### src/rtl/tcmr_pkg.sv
package tcmr_pkg;

	typedef enum logic [1:0] {
		CMD_TICK    = 2'd0,
		CMD_SET_ONE = 2'd1,
		CMD_SET_ALL = 2'd2,
		CMD_STOP    = 2'd3
	} cmd_t;

	localparam int NUM_CH      = 3;
	localparam int SP_W        = 8;
	localparam int DUTY_W      = 7;
	localparam int SCALE_W     = 20;
	localparam int PROD_W      = DUTY_W + SCALE_W;
	// x / 100 is taken as (x * 5243) >> 19, exact for x up to 10000
	localparam int RECIP       = 5243;
	localparam int RECIP_SHIFT = 19;
	localparam int PCT_MAX     = 100;

	localparam logic signed [SP_W-1:0] SP_POS_LIM = 8'sd100;
	localparam logic signed [SP_W-1:0] SP_NEG_LIM = -8'sd100;

	typedef struct packed {
		logic tick;
		logic stop;
	} chan_ctrl_t;

	typedef struct packed {
		logic [SP_W-1:0]   ramp;
		logic              dir;
		logic [DUTY_W-1:0] duty;
	} chan_state_t;

endpackage

### src/rtl/tcmr_chan.sv
module tcmr_chan
	import tcmr_pkg::*;
#(
	parameter int RAMP_STEP = 5
) (
	input  chan_ctrl_t             ctrl,
	input  logic signed [SP_W-1:0] setpoint,
	input  logic [SCALE_W-1:0]     scale,
	input  chan_state_t            cur,
	output chan_state_t            nxt
);

	localparam logic signed [9:0] STEP = 10'(RAMP_STEP);

	logic signed [SP_W-1:0] sp_neg;
	logic [DUTY_W-1:0]      sp_mag;
	logic [PROD_W-1:0]      prod;
	logic [DUTY_W-1:0]      tgt_mag;
	logic signed [SP_W-1:0] tgt_pos;
	logic signed [SP_W-1:0] target;
	logic signed [9:0]      tgt_w;
	logic signed [9:0]      cur_w;
	logic signed [9:0]      diff;
	logic signed [9:0]      ramp_w;
	logic signed [SP_W-1:0] ramp_n;
	logic signed [SP_W-1:0] ramp_neg;

	// scaled target magnitude, truncated toward zero
	assign sp_neg  = -setpoint;
	assign sp_mag  = setpoint[SP_W-1] ? sp_neg[DUTY_W-1:0] : setpoint[DUTY_W-1:0];
	assign prod    = PROD_W'(sp_mag) * PROD_W'(scale);
	assign tgt_mag = prod[RECIP_SHIFT +: DUTY_W];
	assign tgt_pos = signed'({1'b0, tgt_mag});
	assign target  = setpoint[SP_W-1] ? -tgt_pos : tgt_pos;

	assign tgt_w = 10'(target);
	assign cur_w = 10'(signed'(cur.ramp));
	assign diff  = tgt_w - cur_w;

	always_comb begin
		if (diff > STEP) begin
			ramp_w = cur_w + STEP;
		end else if (-diff > STEP) begin
			ramp_w = cur_w - STEP;
		end else begin
			ramp_w = tgt_w;
		end
	end

	assign ramp_n   = ramp_w[SP_W-1:0];
	assign ramp_neg = -ramp_n;

	always_comb begin
		nxt = cur;
		if (ctrl.tick) begin
			nxt.ramp = ramp_n;
			nxt.dir  = ~ramp_n[SP_W-1];
			nxt.duty = ramp_n[SP_W-1] ? ramp_neg[DUTY_W-1:0] : ramp_n[DUTY_W-1:0];
		end else if (ctrl.stop) begin
			// held pwm outputs stay until the next tick
			nxt.ramp = '0;
		end
	end

endmodule

### src/rtl/three_channel_motor_ramp.sv
// Three-channel slew-limited motor drive (left, right, rear). Each request on the
// s_ side carries a command (tick, set one, set all, stop) and gives exactly one
// result on the m_ side: the held direction and duty of each motor, m_tuser set
// when that request was a tick, and the three stored setpoints. The block takes one
// request per clock cycle unless the m_ side stalls; a request passes the input
// register, then the result register, and the setpoint and ramp registers are
// updated once per request. A tick scales each setpoint by max_percent/100,
// then moves the ramped value by at most RAMP_STEP toward it. max_percent is written
// through cfg_wen/cfg_wdata (values above 100 saturate) and should only change
// while no request is in flight.
module three_channel_motor_ramp
	import tcmr_pkg::*;
#(
	parameter int RAMP_STEP = 5
) (
	input  logic        clk,
	input  logic        arst_n,
	input  logic        cfg_wen,
	input  logic [6:0]  cfg_wdata,
	input  logic        s_tvalid,
	output logic        s_tready,
	// cmd[1:0], motor_number[3:2], single_value[11:4], value_left[19:12],
	// value_right[27:20], value_rear[35:28], zero[39:36]
	input  logic [39:0] s_tdata,
	output logic        m_tvalid,
	input  logic        m_tready,
	// dir_left[0], duty_left[7:1], dir_right[8], duty_right[15:9], dir_rear[16],
	// duty_rear[23:17], target_left[31:24], target_right[39:32], target_rear[47:40]
	output logic [47:0] m_tdata,
	// pwm_updated[0]
	output logic        m_tuser
);

	localparam logic [SCALE_W-1:0] SCALE_RST = SCALE_W'(PCT_MAX * RECIP);

	logic                   valid_s1;
	cmd_t                   cmd_s1;
	logic [1:0]             motor_number_s1;
	logic signed [SP_W-1:0] single_value_s1;
	logic signed [SP_W-1:0] values_s1 [NUM_CH];
	logic                   adv;

	logic [SCALE_W-1:0]     scale_q;
	logic [DUTY_W-1:0]      pct_sat;
	logic signed [SP_W-1:0] sp_q   [NUM_CH];
	logic signed [SP_W-1:0] sp_n   [NUM_CH];
	chan_state_t            chan_q [NUM_CH];
	chan_state_t            chan_n [NUM_CH];
	chan_ctrl_t             ctrl;

	logic                   out_valid_q;
	logic                   updated_q;
	chan_state_t            res_chan_q [NUM_CH];
	logic signed [SP_W-1:0] res_sp_q   [NUM_CH];

	function automatic logic signed [SP_W-1:0] sat100(input logic signed [SP_W-1:0] v);
		logic signed [SP_W-1:0] r;
		if (v > SP_POS_LIM) begin
			r = SP_POS_LIM;
		end else if (v < SP_NEG_LIM) begin
			r = SP_NEG_LIM;
		end else begin
			r = v;
		end
		return r;
	endfunction

	assign adv      = valid_s1 && (!out_valid_q || m_tready);
	assign s_tready = !valid_s1 || adv;

	// input register
	always_ff @(posedge clk or negedge arst_n) begin
		if (!arst_n) begin
			valid_s1 <= 1'b0;
		end else if (s_tvalid && s_tready) begin
			valid_s1 <= 1'b1;
		end else if (adv) begin
			valid_s1 <= 1'b0;
		end
	end

	always_ff @(posedge clk) begin
		if (s_tvalid && s_tready) begin
			cmd_s1          <= cmd_t'(s_tdata[1:0]);
			motor_number_s1 <= s_tdata[3:2];
			single_value_s1 <= s_tdata[11:4];
			values_s1[0]    <= s_tdata[19:12];
			values_s1[1]    <= s_tdata[27:20];
			values_s1[2]    <= s_tdata[35:28];
		end
	end

	// scale kept as max_percent times the reciprocal of 100
	assign pct_sat = (cfg_wdata > DUTY_W'(PCT_MAX)) ? DUTY_W'(PCT_MAX) : cfg_wdata;

	always_ff @(posedge clk or negedge arst_n) begin
		if (!arst_n) begin
			scale_q <= SCALE_RST;
		end else if (cfg_wen) begin
			scale_q <= SCALE_W'(pct_sat * RECIP);
		end
	end

	assign ctrl.tick = (cmd_s1 == CMD_TICK);
	assign ctrl.stop = (cmd_s1 == CMD_STOP);

	always_comb begin
		for (int k = 0; k < NUM_CH; k++) begin
			sp_n[k] = sp_q[k];
			case (cmd_s1)
				CMD_SET_ONE: begin
					if (motor_number_s1 == 2'(k + 1)) begin
						sp_n[k] = sat100(single_value_s1);
					end
				end
				CMD_SET_ALL: sp_n[k] = sat100(values_s1[k]);
				CMD_STOP:    sp_n[k] = '0;
				default:     sp_n[k] = sp_q[k];
			endcase
		end
	end

	for (genvar g = 0; g < NUM_CH; g++) begin : g_chan
		tcmr_chan #(
			.RAMP_STEP(RAMP_STEP)
		) u_chan (
			.ctrl    (ctrl),
			.setpoint(sp_q[g]),
			.scale   (scale_q),
			.cur     (chan_q[g]),
			.nxt     (chan_n[g])
		);
	end

	always_ff @(posedge clk or negedge arst_n) begin
		if (!arst_n) begin
			for (int k = 0; k < NUM_CH; k++) begin
				sp_q[k]        <= '0;
				chan_q[k].ramp <= '0;
				chan_q[k].dir  <= 1'b1;
				chan_q[k].duty <= '0;
			end
		end else if (adv) begin
			for (int k = 0; k < NUM_CH; k++) begin
				sp_q[k]   <= sp_n[k];
				chan_q[k] <= chan_n[k];
			end
		end
	end

	// result register
	always_ff @(posedge clk or negedge arst_n) begin
		if (!arst_n) begin
			out_valid_q <= 1'b0;
		end else if (adv) begin
			out_valid_q <= 1'b1;
		end else if (m_tready) begin
			out_valid_q <= 1'b0;
		end
	end

	always_ff @(posedge clk) begin
		if (adv) begin
			updated_q <= ctrl.tick;
			for (int k = 0; k < NUM_CH; k++) begin
				res_chan_q[k] <= chan_n[k];
				res_sp_q[k]   <= sp_n[k];
			end
		end
	end

	assign m_tvalid = out_valid_q;
	assign m_tuser  = updated_q;
	assign m_tdata  = {res_sp_q[2], res_sp_q[1], res_sp_q[0],
		res_chan_q[2].duty, res_chan_q[2].dir,
		res_chan_q[1].duty, res_chan_q[1].dir,
		res_chan_q[0].duty, res_chan_q[0].dir};

endmodule

### config.mk
export PLATFORM = sky130hd
export DESIGN_NAME = three_channel_motor_ramp
export DESIGN_NICKNAME = d
export VERILOG_FILES = /design/src/rtl/tcmr_pkg.sv /design/src/rtl/tcmr_chan.sv /design/src/rtl/three_channel_motor_ramp.sv
export SDC_FILE = /design/constraint.sdc
export NUM_CORES = 1
export LEC_CHECK = 0
export BUFFER_PORTS_ARGS = -buffer_cell sky130_fd_sc_hd__buf_2
export CAP_MARGIN = 20
export CORE_ASPECT_RATIO = 1.5
export CORE_UTILIZATION = 50
export CTS_BUF_LIST = sky130_fd_sc_hd__clkbuf_8 sky130_fd_sc_hd__clkbuf_16
export CTS_CLUSTER_DIAMETER = 40
export DETAILED_ROUTE_END_ITERATION = 10
export PLACE_DENSITY = 0.68
export SYNTH_ARGS = -nofsm -noshare
export SYNTH_HDL_FRONTEND = slang
export SYNTH_SLANG_ARGS = --single-unit
### constraint.sdc
create_clock -name clk -period 28.7 [get_ports clk]
set_input_delay 7.175 -clock clk [delete_from_list [all_inputs] [get_ports clk]]
set_output_delay 7.175 -clock clk [all_outputs]
set_load 0.02 [all_outputs]
==> results of run 1 <==
## sequential cells by signal (all words and copies together) (netlist names)
name	cells
single_value_s1	8
values_s1	24
scale_q	20
m_tvalid	1
sp_q	24
cmd_s1	2
m_tuser	1
motor_number_s1	2
res_sp_q	24
res_chan_q	24
chan_q	48
valid_s1	1
## per-stage QoR
stage,instance area [sq um],setup WS [ns],util,cells
after floorplan,24800,14.07,-,2812
after global placement,25900,13.91,0.531,3459
after detailed placement,25900,13.89,0.531,3460
after CTS,26600,13.89,0.545,3492
after global routing,26600,13.88,0.546,3495
final,26600,13.89,0.546,3495
## area by class of cell
class,instances,area share
inverters,401,0.0565
repair buffers,133,0.0292
multi-input cells,2094,0.675
clock inverters,15,0.00827
flip-flops and latches,179,0.185
well taps,656,0.0308
clock buffers,17,0.0160
## cell usage after synthesis (all sizes together) (10+ instances only)
| library cell | instances |
|---|---|
| a211oi | 17 |
| a21o | 22 |
| a21oi | 90 |
| a22o | 12 |
| a31oi | 13 |
| and2 | 268 |
| buf | 10 |
| clkbuf | 128 |
| dfrtp | 88 |
| edfxtp | 85 |
| fa | 282 |
| ha | 216 |
| inv | 399 |
| mux2 | 32 |
| mux2i | 16 |
| nand2 | 357 |
| nand2b | 30 |
| nand3 | 32 |
| nand4 | 18 |
| nor2 | 112 |
| nor2b | 32 |
| nor3 | 46 |
| nor4 | 10 |
| o211ai | 20 |
| o21a | 15 |
| o21ai | 142 |
| o221ai | 17 |
| o22ai | 10 |
| o31ai | 16 |
| or2 | 14 |
| or3 | 11 |
| xnor2 | 78 |
| xor2 | 29 |
## metal layers
metal / vias to the layer above / GRT usage / wire [microns]
met3: 96 / 0.0191 / 1760
li1: 9307 / - / -
met1: 9866 / 0.295 / 23600
met5: - / 0 / 0
met2: 434 / 0.481 / 32500
met4: 0 / 0.0840 / 1700
## worst max-delay path by stage
stage                     startpoint  endpoint  cells past startpoint
after detailed placement    m_tready  s_tready                      3
after global placement      m_tready  s_tready                      3
after CTS                   m_tready  s_tready                      3
final                       m_tready  s_tready                      3
after floorplan             m_tready  s_tready                      1
after global routing        m_tready  s_tready                      3
## cells by family after synthesis
group	count (synthesis)	share of synthesized area
AO/OA/AOI/OAI	474	0.129
XOR/XNOR	107	0.0377
adder cells (fa/ha/maj)	498	0.336
buffers and inverters	539	0.0817
flip-flops	179	0.198
multiplexers	48	0.0213
AND/OR/NAND/NOR	967	0.196
## worst reg2reg max path, delay by kind of cell, from the launching register on
family	cells	cell delay, ns
mux	1	0.28
flops	1	1.00
fa+ha+maj	7	3.02
simple gates	8	1.76
compound gates	13	3.07
xor+xnor	5	1.79
buf+inv	3	0.31
==> results.py, run 1 <==
metrics = {
    "run_status": {
        "status": "complete, no violations",
    },
    "drt": {
        "drt_iter0_markers": 902,
        "vias": 19700,
        "ant_nets": 0,
        "finalWirelength_mm": 59.6,
        "vias_per_cell": 5.64,
        "drc": 0,
        "wire_per_inst_microns": 17.0,
        "drt-pass1-iter-count": 8,
    },
    "global_routing": {
        "grt_usage": 0.252,
        "grt-ovfl-total": 0,
        "antenna_found_initial": 0,
        "grt_max_degree": 81,
        "first_global_vias": 21000,
        "grt_first_pass_wirelength_mm": 103,
    },
    "timing": {
        "worst_pin_slew_ns": 1.07,
        "fmax_mhz": 67.5,
        "grt_setup_unrepaired": "false",
        "holdWs_ns": 0.461,
        "setup_viol": 0,
        "finalHoldViolations": 0,
        "skew_ns": 0.0197,
        "tns_ns": 0,
        "fin_crit_sh": 0.516,
        "fin_crit_ns": 14.81,
        "slew_violations": 0,
        "relSlewSlack": 0.285,
    },
    "critical_path": {
        "cp-start-kind": "primary input",
        "worstSetupPathType": "in2out",
        "crit_buf_inv": 2,
        "rr_worst_depth": 37,
        "crit_family": "buffers and inverters",
        "cp_common_cell": "buf_2",
        "r2r_end": "res_chan_q[0][21]",
        "cp_cell_sequence": "buf_2 -> nand3b_1 -> buf_2",
        "cp.required_ns": 21.52,
        "slowest_delay_ns": 0.18,
        "endpoint_kind": "primary output",
        "reg2reg_from": "sp_q[8]",
        "slowest_stage": "nand3b_1",
        "reg2reg_slack_ns": 17.22,
        "worstPathMaxFanout": 3,
        "critical_path_arrival_ns": 7.63,
    },
    "cts": {
        "cts_buffers": 17,
        "ctsHoldBuffers": 0,
        "clockRootBuffer": "clkbuf_16",
        "cts.htree.levels": 4,
        "max-clock-path-buffers": 2,
        "clkSinkCount": 179,
        "tritoncts": "done",
        "worstSkewPairLatency_ns": 0.46,
        "post_cts_buffers": 0,
        "path_clk_slew_ns": 0.07,
        "cts_resized": 0,
    },
    "floorplanning": {
        "start_util": 0.509,
        "dieHeight_microns": 275,
        "dieArea_sq_um": 50600,
        "ios": 103,
        "die_x_microns": 184,
        "coreArea_sq_um": 48800,
        "placementRows": 99,
    },
    "flow_run": {
        "maxCapViolCount": 0,
    },
    "finish": {
        "drive_gt1_frac": 0.0863,
        "layout_common_cells": "398 x inv_1, 356 x nand2_1, 282 x fa_1, 268 x and2_1, 216 x ha_1",
        "area_delta_synth_final_pct": 7.20,
        "multi_input_area_sq_um": 18000,
        "seqCellArea_sq_um": 4910,
        "diodes": 0,
        "nFillCells": 4455,
        "layout_commonest_cell": "inv_1",
        "nets": 3376,
    },
    "logic_synthesis": {
        "seq_area_frac_synth": 0.198,
        "ys.flop_type": "dfrtp_1",
        "synth_area_leaders": "fa_1 23%, ha_1 11%, edfxtp_1 10%, dfrtp_1 8.9%, and2_1 6.8%",
        "syn_nets": 3362,
        "synth_top_cell_area_share": 0.227,
        "synth_area_leader_cell": "fa_1",
        "synth-seq-cells": 179,
        "syn_inst": 2812,
        "synth-edff-count": 85,
        "async_flop_share": 0.525,
        "synthesis.area_sq_um": 24800,
        "synth_cell_types": 93,
        "ys_warn_count": 0,
        "synth_area_per_cell_sq_um": 8.83,
    },
    "placed_design": {
        "dp_hpwl_mm": 46.3,
        "port_buffers": 98,
        "place_congestion": 0.897,
    },
    "hold_path": {
        "hold_path_class": "reg2reg",
        "min_to": "chan_q[7]",
        "hold_path_depth": 2,
        "hold_path_startpoint": "chan_q[7]",
    },
}
Power of run 1 is left out: the tool's default activity adds up to more than one toggle a clock period on the data nets, which glitch-free logic cannot reach.
==> inputs of run 2 (changes only) <==
clock period = 14.9 ns   (was 28.7 ns; I/O delays follow)
==> results.py, run 2 (synthesized netlist as in run 1, its figures left out) <==
metrics = {
    "global_routing": {
        "grt_max_degree": 81,
        "grt_usage": 0.250,
        "met1_usage": 0.290,
        "grt-ovfl-total": 0,
        "use_met2": 0.475,
        "grt-busiest-layer": "met2",
        "antenna_found_initial": 0,
        "grt_first_pass_wirelength_mm": 101,
        "first_global_vias": 20800,
        "met3_usage": 0.0179,
    },
    "cts": {
        "cts_resized": 0,
        "worstSkewPairLatency_ns": 0.46,
        "cts.htree.levels": 4,
        "max-clock-path-buffers": 2,
        "clockRootBuffer": "clkbuf_16",
        "cts_buffers": 17,
        "tritoncts": "done",
        "ctsHoldBuffers": 0,
        "clkSinkCount": 179,
        "post_cts_buffers": 0,
        "path_clk_slew_ns": 0.08,
    },
    "finish": {
        "top_register": "chan_q",
        "seqCellArea_sq_um": 4910,
        "area_delta_synth_final_pct": 7.08,
        "nets": 3378,
        "largest_register_ffs": 48,
        "nFillCells": 4510,
        "final_cell_area_sq_um": 26600,
        "final-instance-count-excl-fill": 3498,
        "drive_gt1_frac": 0.0866,
        "layout_commonest_cell": "inv_1",
        "multi_input_area_sq_um": 18000,
        "layout_common_cells": "398 x inv_1, 356 x nand2_1, 282 x fa_1, 268 x and2_1, 216 x ha_1",
    },
    "floorplanning": {
        "dieArea_sq_um": 50600,
        "dieHeight_microns": 275,
        "coreArea_sq_um": 48800,
        "ios": 103,
        "placementRows": 99,
        "start_util": 0.509,
        "die_x_microns": 184,
    },
    "placed_design": {
        "placed_cell_area_sq_um": 25900,
        "dp.cells": 3462,
        "dp_hpwl_mm": 46.2,
        "dp_slack_ns": 3.57,
        "place_congestion": 0.902,
        "port_buffers": 98,
    },
    "critical_path": {
        "slowest_delay_ns": 1.03,
        "critical_path_arrival_ns": 11.53,
        "worstSetupPathType": "reg2reg",
        "reg2reg_slack_ns": 3.56,
        "endpoint_kind": "flip-flop",
        "slowest_stage": "dfrtp_1",
        "cp.required_ns": 15.09,
        "cp-start-kind": "flip-flop",
        "worstPathMaxFanout": 24,
    },
    "flow_run": {
        "maxCapViolCount": 0,
    },
    "timing": {
        "setup_viol": 0,
        "tns_ns": 0,
        "grt_setup_unrepaired": "false",
        "fmax_mhz": 88.2,
        "worst_pin_slew_ns": 1.10,
        "relSlewSlack": 0.266,
        "fin_crit_sh": 0.761,
        "layout_setup_ws_ns": 3.56,
        "fin_crit_ns": 11.34,
        "finalHoldViolations": 0,
        "slew_violations": 0,
        "skew_ns": 0.0183,
    },
    "drt": {
        "ant_nets": 0,
        "wire_per_inst_microns": 16.9,
        "drc": 0,
        "drt-pass1-iter-count": 5,
        "drt_iter0_markers": 1046,
        "vias": 19700,
        "finalWirelength_mm": 59.2,
        "vias_per_cell": 5.63,
    },
    "run_status": {
        "status": "complete, no violations",
    },
    "hold_path": {
        "hold_path_class": "reg2reg",
    },
}
run 2: cell types whose count changed in the layout (fill, tap and decap cells not counted), sizes merged:
cell | previous run | this run
buf | 133 | 135
bufinv | 1 | 0
inv | 407 | 406
clkinv | 8 | 10
diode | 0 | 1
run 2: layout make-up:
class | instances | share of cell area
antenna | 1 | 0.0000941
clock buffer | 17 | 0.0160
clock inverter | 15 | 0.00663
inverter | 401 | 0.0566
multi-input combinational | 2094 | 0.675
sequential | 179 | 0.185
tap | 656 | 0.0309
timing repair buffer | 135 | 0.0297
run 2: stage by stage:
stage | util | hold WS, ns
5_1_grt | 0.545 | 0.489
3_3_place_gp | 0.532 | 0.447
4_1_cts | 0.544 | 0.465
6_report | 0.545 | 0.466
2_1_floorplan | - | 0.439
3_5_place_dp | 0.532 | 0.453
run 2: per-layer routing:
metal  vias up  wire, microns
met1      9869          23500
met3        98           1810
li1       9303              -
met4         0           1700
met5         -              0
met2       434          32200
run 2: path summary, 6_finish.rpt:
| check | startpoint | endpoint | depth (start not counted) |
|---|---|---|---|
| setup / recovery | sp_q[8] | res_chan_q[0][21] | 38 |
| hold / removal | chan_q[7] | chan_q[7] | 2 |
| setup reg to reg | sp_q[8] | res_chan_q[0][21] | 38 |
| hold reg to reg | chan_q[7] | chan_q[7] | 2 |
| max in group asynchronous | arst_n | scale_q[18] | 2 |
| min in group asynchronous | arst_n | chan_q[26] | 1 |
run 2: critical path, delay by kind of cell, from the launching register on:
family / cells / cell delay (ns)
fa+ha+maj: 7 / 3.04
compound gates: 11 / 2.41
flops: 1 / 1.03
xor+xnor: 5 / 1.79
simple gates: 10 / 2.16
buf+inv: 4 / 0.36
mux: 1 / 0.27
Power of run 2 is left out for the same reason.
==> inputs of run 3 (changes only) <==
PLACE_DENSITY = 0.7   (was 0.68)
clock period = 10.1 ns   (was 14.9 ns; I/O delays follow)
==> results.py, run 3 (synthesized netlist as in run 1, its figures left out) <==
metrics = {
    "placed_design": {
        "place_congestion": 0.889,
        "port_buffers": 98,
        "dp_hpwl_mm": 47.3,
    },
    "cts": {
        "cts_buffers": 17,
        "max-clock-path-buffers": 2,
        "clkSinkCount": 179,
        "clockRootBuffer": "clkbuf_16",
        "path_clk_slew_ns": 0.08,
        "ctsHoldBuffers": 0,
        "tritoncts": "done",
        "cts.htree.levels": 4,
        "worstSkewPairLatency_ns": 0.47,
    },
    "finish": {
        "layout_common_cells": "396 x inv_1, 354 x nand2_1, 281 x fa_1, 265 x and2_1, 209 x ha_1",
        "top_register": "chan_q",
        "largest_register_ffs": 48,
        "layout_commonest_cell": "inv_1",
        "drive_gt1_frac": 0.133,
        "diodes": 0,
        "nets": 3438,
        "area_delta_synth_final_pct": 11.2,
    },
    "critical_path": {
        "reg2reg_slack_ns": 0.33,
        "slowest_stage": "fa_1",
        "endpoint_kind": "flip-flop",
        "slowest_delay_ns": 0.56,
        "worstPathMaxFanout": 9,
        "critical_path_arrival_ns": 10.09,
        "worstSetupPathType": "reg2reg",
        "cp-start-kind": "flip-flop",
        "cp.required_ns": 10.42,
        "cp_common_cell": "fa_1",
        "rr_worst_depth": 35,
    },
    "global_routing": {
        "grt-ovfl-total": 0,
        "grt_usage": 0.254,
        "grt_first_pass_wirelength_mm": 103,
        "first_global_vias": 21400,
        "antenna_found_initial": 0,
        "grt_max_degree": 74,
    },
    "timing": {
        "worst_pin_slew_ns": 1.06,
        "slew_violations": 0,
        "finalHoldViolations": 0,
        "setup_viol": 0,
        "fmax_mhz": 102,
        "fin_crit_ns": 9.77,
        "holdWs_ns": 0.464,
        "tns_ns": 0,
        "relSlewSlack": 0.288,
        "grt_setup_unrepaired": "true",
        "skew_ns": 0.0286,
        "fin_crit_sh": 0.967,
    },
    "run_status": {
        "status": "complete, no violations",
    },
    "floorplanning": {
        "dieHeight_microns": 275,
        "coreArea_sq_um": 48800,
        "die_x_microns": 184,
        "dieArea_sq_um": 50600,
        "ios": 103,
        "start_util": 0.509,
        "placementRows": 99,
    },
    "drt": {
        "drt-pass1-iter-count": 5,
        "vias": 20000,
        "vias_per_cell": 5.64,
        "drc": 0,
        "ant_nets": 0,
        "drt_iter0_markers": 1022,
        "finalWirelength_mm": 62.4,
        "wire_per_inst_microns": 17.5,
    },
    "hold_path": {
        "hold_path_class": "reg2reg",
        "hold_path_depth": 2,
    },
    "flow_run": {
        "maxCapViolCount": 0,
    },
}
[run 3: cell count changes in the layout (fill, tap and decap cells not counted), sizes merged]
cell and delta:
buf +58, diode -1, inv +2, clkbuf +2, clkinv -2
[run 3: worst paths after layout]
check / from / end
min in group asynchronous: arst_n / chan_q[17]
max in group asynchronous: arst_n / sp_q[16]
max: sp_q[2] / res_chan_q[0][38]
min: chan_q[7] / chan_q[7]
max reg2reg: sp_q[2] / res_chan_q[0][38]
min reg2reg: chan_q[7] / chan_q[7]
[run 3: timing repair]
item                       4_1_cts  5_1_grt
setup endpoints to repair        3       46
gates cloned                     0        7
gates resized for setup          2      121
pin swaps                        0       45
setup buffers                    0       15
[run 3: stage by stage]
step,setup WS (ns),instances,util,area [sq um]
3_3_place_gp,0.138,3503,0.538,26300
3_5_place_dp,-0.00697,3503,0.538,26300
4_1_cts,0.0118,3535,0.551,26900
5_1_grt,-0.170,3557,0.566,27600
6_report,0.330,3557,0.566,27600
2_1_floorplan,0.277,2812,-,24800
[run 3: final cells by class]
cell class	instances	area [sq um]
fill	4388	21200
clock buffer	17	425
multi-input combinational	2094	18400
tap	656	821
inverter	401	1510
timing repair buffer	195	1350
sequential	179	4920
clock inverter	15	191
[run 3: metal layers]
layer	global-route usage	routed length [microns]
met1	0.281	24200
met2	0.483	33500
met3	0.0240	2100
met4	0.120	2510
met5	0	0
[run 3: critical path, delay by kind of cell (launching register included)]
family                   cells  cell delay, ns
multiplexers                 2            0.61
AND/OR/NAND/NOR              9            2.29
adder cells (fa/ha/maj)      7            3.06
buffers and inverters        5            0.64
XOR/XNOR                     1            0.20
AO/OA/AOI/OAI               11            2.36
flip-flops                   1            0.46
Power of run 3 is left out for the same reason.
